===== src/hw/rtl/ffsa_pkg.sv =====
package ffsa_pkg;

  localparam int MaxSegments = 16;
  localparam int HeapBytes   = 65536;
  localparam int HeaderBytes = 16;
  localparam int IdxW        = $clog2(MaxSegments);
  localparam int CntW        = $clog2(MaxSegments + 1);

  localparam logic       FUNC_ALLOC  = 1'b0;
  localparam logic       FUNC_FREE   = 1'b1;
  localparam logic [1:0] ST_OK       = 2'd0;
  localparam logic [1:0] ST_ZERO     = 2'd1;
  localparam logic [1:0] ST_NOMEM    = 2'd2;
  localparam logic [1:0] ST_NOTFOUND = 2'd3;

  typedef struct packed {
    logic        func;
    logic [15:0] req_size;
    logic [15:0] block_addr;
  } ffsa_in_t;

  typedef struct packed {
    logic [1:0]  status;
    logic [15:0] addr;
  } ffsa_out_t;

  typedef struct packed {
    logic [15:0] start;
    logic [15:0] size;
    logic        free;
  } ffsa_seg_t;

endpackage


===== src/hw/rtl/first_fit_segment_allocator.sv =====
// A zero-size request goes from accepting the input word straight to presenting the result word;
// any other request passes through the scan first, and then through the shift or merge states where needed.
// Allocate scans the table one entry per cycle, then may shift it up one entry
// per cycle; free scans, then merges, and each merge pulls the tail down one entry per cycle.
// Throughput: one word at a time; in_ready is low from acceptance until the result is taken.
// Reset (synchronous, rst_n low) empties the table and clears the heap top.
module first_fit_segment_allocator import ffsa_pkg::*; (
  input  logic      clk,
  input  logic      rst_n,
  input  logic      in_valid,
  output logic      in_ready,
  input  ffsa_in_t  in_data,
  output logic      out_valid,
  input  logic      out_ready,
  output ffsa_out_t out_data
);

  localparam logic [2:0] S_IDLE  = 3'd0;
  localparam logic [2:0] S_SCAN  = 3'd1;
  localparam logic [2:0] S_SHIFT = 3'd2;
  localparam logic [2:0] S_MERGE = 3'd3;
  localparam logic [2:0] S_DONE  = 3'd4;
  localparam logic [2:0] S_CLOSE = 3'd5;

  ffsa_seg_t tbl_r [MaxSegments];

  logic [2:0]      state_r;
  ffsa_in_t        req_r;
  logic [CntW-1:0] cnt_r;
  logic [16:0]     top_r;
  logic [CntW-1:0] i_r;
  logic [CntW-1:0] k_r;
  logic [CntW-1:0] j_r;
  ffsa_out_t       res_r;
  ffsa_seg_t       ins_r;

  // One shared comparator/adder path works on the entry at i_r.
  ffsa_seg_t   cur;
  logic [16:0] rest;
  logic [15:0] cur_data;
  logic [17:0] app_end;
  logic [IdxW-1:0] ii, kk, jj, jn, km;

  assign ii       = i_r[IdxW-1:0];
  assign kk       = k_r[IdxW-1:0];
  assign km       = kk - 1'b1;
  assign jj       = j_r[IdxW-1:0];
  assign jn       = jj + 1'b1;
  assign cur      = tbl_r[ii];
  assign rest     = {1'b0, cur.size} - {1'b0, req_r.req_size};
  assign cur_data = cur.start + 16'(HeaderBytes);
  assign app_end  = {1'b0, top_r} + 18'(HeaderBytes) + {2'b0, req_r.req_size};

  assign in_ready  = (state_r == S_IDLE);
  assign out_valid = (state_r == S_DONE);
  assign out_data  = res_r;

  always_ff @(posedge clk) begin
    if (!rst_n) begin
      state_r <= S_IDLE;
      cnt_r   <= '0;
      top_r   <= '0;
    end else begin
      unique case (state_r)
        S_IDLE: begin
          if (in_valid) begin
            req_r <= in_data;
            i_r   <= '0;
            if (in_data.func == FUNC_ALLOC && in_data.req_size == 16'd0) begin
              res_r   <= '{status: ST_ZERO, addr: 16'd0};
              state_r <= S_DONE;
            end else begin
              res_r   <= '{status: ST_OK, addr: 16'd0};
              state_r <= S_SCAN;
            end
          end
        end
        S_SCAN: begin
          if (i_r == cnt_r) begin
            if (req_r.func == FUNC_FREE) begin
              res_r.status <= ST_NOTFOUND;
              state_r      <= S_DONE;
            end else if (cnt_r >= CntW'(MaxSegments) || app_end > 18'(HeapBytes)) begin
              res_r.status <= ST_NOMEM;
              state_r      <= S_DONE;
            end else begin
              tbl_r[ii]  <= '{start: top_r[15:0], size: req_r.req_size, free: 1'b0};
              cnt_r      <= cnt_r + 1'b1;
              res_r.addr <= top_r[15:0] + 16'(HeaderBytes);
              top_r      <= 17'(app_end);
              state_r    <= S_DONE;
            end
          end else if (req_r.func == FUNC_FREE) begin
            if (cur_data == req_r.block_addr) begin
              tbl_r[ii].free <= 1'b1;
              j_r            <= '0;
              state_r        <= S_MERGE;
            end else begin
              i_r <= i_r + 1'b1;
            end
          end else if (cur.free && cur.size > req_r.req_size) begin
            res_r.addr <= cur_data;
            if (rest >= 17'(HeaderBytes + 1) && cnt_r < CntW'(MaxSegments)) begin
              tbl_r[ii] <= '{start: cur.start, size: req_r.req_size, free: 1'b0};
              ins_r <= '{start: cur_data + req_r.req_size,
                         size: 16'(rest - 17'(HeaderBytes)), free: 1'b1};
              k_r     <= cnt_r;
              cnt_r   <= cnt_r + 1'b1;
              state_r <= S_SHIFT;
            end else begin
              tbl_r[ii].free <= 1'b0;
              state_r        <= S_DONE;
            end
          end else begin
            i_r <= i_r + 1'b1;
          end
        end
        S_SHIFT: begin
          // Open a hole above the split entry, one move per cycle.
          if (k_r == i_r + 1'b1) begin
            tbl_r[kk] <= ins_r;
            state_r   <= S_DONE;
          end else begin
            tbl_r[kk] <= tbl_r[km];
            k_r       <= k_r - 1'b1;
          end
        end
        S_MERGE: begin
          // While merging, k_r walks the tail down by one entry.
          if (j_r + 1'b1 >= cnt_r) begin
            state_r <= S_DONE;
          end else if (tbl_r[jj].free && tbl_r[jn].free) begin
            tbl_r[jj].size <= tbl_r[jj].size + 16'(HeaderBytes) + tbl_r[jn].size;
            k_r     <= j_r + 1'b1;
            state_r <= S_CLOSE;
          end else begin
            j_r <= j_r + 1'b1;
          end
        end
        S_CLOSE: begin
          if (k_r + 1'b1 >= cnt_r) begin
            cnt_r   <= cnt_r - 1'b1;
            state_r <= S_MERGE;
          end else begin
            tbl_r[kk] <= tbl_r[kk + 1'b1];
            k_r       <= k_r + 1'b1;
          end
        end
        S_DONE: begin
          if (out_ready) state_r <= S_IDLE;
        end
        default: state_r <= S_IDLE;
      endcase
    end
  end

endmodule


===== config.mk =====
export PLATFORM = sky130hd
export DESIGN_NAME = first_fit_segment_allocator
export DESIGN_NICKNAME = d
export VERILOG_FILES = /design/src/hw/rtl/ffsa_pkg.sv /design/src/hw/rtl/first_fit_segment_allocator.sv
export SDC_FILE = /design/constraint.sdc
export NUM_CORES = 2
export LEC_CHECK = 0
export ABC_AREA = 0
export BUFFER_PORTS_ARGS = -buffer_cell sky130_fd_sc_hd__buf_2
export CAP_MARGIN = 25
export CORE_MARGIN = 1
export CORE_UTILIZATION = 35
export DETAILED_ROUTE_END_ITERATION = 10
export HOLD_SLACK_MARGIN = 0.12
export SYNTH_ARGS = -nofsm -noshare
export SYNTH_HDL_FRONTEND = slang
export SYNTH_SLANG_ARGS = --single-unit

===== constraint.sdc =====
create_clock -name clk -period 7.2 [get_ports clk]
set_input_delay 0.72 -clock clk [delete_from_list [all_inputs] [get_ports clk]]
set_output_delay 0.72 -clock clk [all_outputs]
set_load 0.005 [all_outputs]

==> results_dict.tcl <==
set metrics [dict create \
    syn_inst 3039 \
    place_congestion 0.917 \
    seq_area_sq_um 19500 \
    wl_met1_mm 56.5 \
    cts.repair.resized 0 \
    dr_wl_met2_mm 67.2 \
    timing.fmax_ghz 0.149 \
    cap_violations 0 \
    clock_latency_ns 0.65 \
    cp_max_fo 50 \
    post-route-min-period_ns 6.70 \
    core_sq_um 125000 \
    drc_errors 0 \
    die_y_um 357 \
    hold_start "in_data[2]" \
    synth_nets 3195 \
    cts-root-buf "clkbuf_16" \
    grt_pass1_vias 29540 \
    setup_viol 0 \
    grtUsageTotal_pct 22.7 \
    first_pass_iters 5 \
    design_area_sq_um 49500 \
    placed_area_sq_um 47200 \
    tns_ns 0 \
    path_clk_slew_ns 0.07 \
    grt_start_max_net_pins 75 \
    seq_area_frac_synth_pct 44.0 \
    ant_nets 0 \
    r2r_end "tbl_r[4][30]" \
    die_x_um 357 \
    critPathLaunchType "flop" \
    area_delta_synth_final_pct 12.0 \
    holdPathStages 1 \
    cp-end-kind "flop" \
    timing.final.crit_share_pct 93.1 \
    ys.flop_type "edfxtp_1" \
    antenna_found_initial 2 \
    multi_input_area_sq_um 23700 \
    power_density_nw_per_um2 369 \
    skew_ns 0.0309 \
    layout-drive-gt1-share_pct 32.6 \
    syn_area_per_cell_sq_um 14.6 \
    reg2regPathDepth 15 \
    n_fill_cell 11494 \
    drt-vias-per-instance 6.45 \
    tritoncts "done" \
    highest-signal-layer "met5" \
    synthDistinctLibCells 82 \
    tightest_slew_ns 1.02 \
    avgRoutedWirePerCell_um 30.3 \
    hold_buffers 0 \
    post-place-ws_ns 0.628 \
    cts_setup_buffers 0 \
    ys_ff_latch 659 \
    rsz0062_at_grt "false" \
    power_mw 18.3 \
    slew_headroom_pct 32.0 \
    synth_area_sq_um 44200 \
    synth-edff-count 626 \
    max-clock-path-buffers 3 \
    hold_path_class "input pin to flop" \
    ff2ff_setup_slack_ns 0.50 \
    rows 130 \
    drt_wl_total_mm 146 \
    cts_buffers 71 \
    hpwl_mm 96.6 \
    worst_slack_ns 0.497 \
    synth_warnings 0 \
    dp_cells 4675 \
    final_core_util_pct 39.5 \
    status "finished, final reports clean" \
    fin_nets 3258 \
    hold_slack_ns 0.242 \
    portBuffers 56 \
    cts.sinks 659 \
    required_ns 7.52 \
    drt_iter0_drc 4530 \
    h-tree-depth 3 \
    slew_viol_final 0 \
    hold_violations 0 \
    async_flop_share_pct 0 \
    io_pins 57 \
    whs_endpoint "req_r[2]" \
    met3_length_mm 16.7 \
    grt_pass1_wl_mm 212 \
    die_area_sq_um 128000 \
    timing.setup.critical_path_class "flop to flop" \
    instances_no_fill 4808 \
    power.leakage_nw 16.7 \
    worstPathArrival_ns 7.02 \
    peakVddDrop_v 0.000204 \
    overflow 0 \
    start_util_pct 35.3 \
    via_count 31032 \
]
-- cell type report --
class	instances	share of cell area, %
Antenna cell	2	0.0101
Sequential cell	659	39.3
Clock inverter	42	0.879
Tap cell	1650	4.17
Timing Repair Buffer	224	3.35
Multi-Input combinational cell	2069	47.9
Clock buffer	85	3.76
Inverter	77	0.583
-- state kept, by name, indices dropped and copies added, names as in the netlist, named ones only --
name,cells
k_r,5
ins_r,32
j_r,5
req_r,33
out_data,18
tbl_r,528
top_r,17
cnt_r,5
i_r,5
state_r,3
-- metal layers --
layer	GRT usage (%)	up-vias
met5	0	-
met4	8.85	4
met3	5.02	285
met2	35.2	2102
met1	31.2	15988
li1	-	12653
-- cells by family (layout without fill, tap and decap cells) --
| kind of cell | count (synthesis) | count (layout) | synth area share, % |
|---|---|---|---|
| AOI/OAI and AO/OA | 402 | 402 | 6.16 |
| xor gates and xnor gates | 118 | 118 | 2.47 |
| adders and majority gates | 119 | 119 | 3.45 |
| buffers and inverters | 311 | 428 | 2.93 |
| DFF | 659 | 659 | 44.0 |
| muxes | 725 | 725 | 33.7 |
| other | 0 | 2 | 0 |
| and+or+nand+nor | 705 | 705 | 7.27 |
-- cell usage after synthesis (all sizes together), types with 31 or more instances --
master  instances  area, sq um
nand3          43          215
edfxtp        626        18800
inv            74          278
a31oi          43          269
clkbuf        146          548
mux2i          92          933
a21oi          86          430
o21ai          54          270
mux4          602        13600
nor2          159          597
xnor2          77          674
a211oi         69          518
nand2         307         1150
buf            88          459
mux2           31          368
nor3           35          175
dfxtp          33          661
ha            114         1430
and3           63          394
xor2           37          324
-- power breakdown --
group | total (mW) | switching, mW | internal, mW
combinational | 9.36 | 5.35 | 4.02
sequential | 5.21 | 0.374 | 4.84
clock | 3.72 | 1.64 | 2.08
total | 18.3 | 7.36 | 10.9
-- critical path, stage by stage, from the launching register on --
cell and delay, ns:
dfxtp_4 0.94, buf_4 0.40, mux4_2 0.35, mux4_2 0.55, ha_1 0.43, a21o_1 0.26
o21ai_0 0.26, o211ai_1 0.14, o21ai_1 0.22, a21oi_1 0.10, a2111oi_0 0.64, a31oi_1 0.30
buf_4 0.26, a21oi_1 0.52, a21oi_1 0.15, a211oi_2 0.81
-- cells in the final DEF (no fill, tap or decap), types with 9 or more instances in the layout --
master / n
a211oi_1: 60
a211oi_2: 9
a21o_1: 26
a21oi_1: 85
a311oi_1: 19
a31oi_1: 43
and2_1: 10
and3_1: 63
buf_2: 58
buf_4: 156
clkbuf_1: 12
clkbuf_16: 72
clkinv_1: 15
dfxtp_1: 27
edfxtp_1: 626
ha_1: 112
inv_1: 71
mux2_2: 26
mux2i_1: 91
mux4_1: 13
mux4_2: 589
nand2_1: 305
nand2b_1: 18
nand3_1: 42
nor2_1: 126
nor2_2: 32
nor2b_1: 12
nor3_1: 32
nor4_1: 11
o211ai_1: 9
o21a_1: 10
o21ai_0: 50
o22ai_1: 9
xnor2_1: 74
xor2_1: 34
-- how the worst max path moves through the flow --
stage                     startpoint       endpoint  slack, ns  cells past startpoint
after floorplan                 flop  tbl_r[14][17]      -0.05                     22
after global placement          flop   tbl_r[0][29]       0.83                     16
after CTS                       flop   tbl_r[4][30]       0.53                     15
after global routing            flop   tbl_r[4][30]       0.15                     15
final                           flop   tbl_r[4][30]       0.50                     15
after detailed placement        flop   tbl_r[2][30]       0.63                     15
No activity file was read; power rests on OpenSTA's default activity.
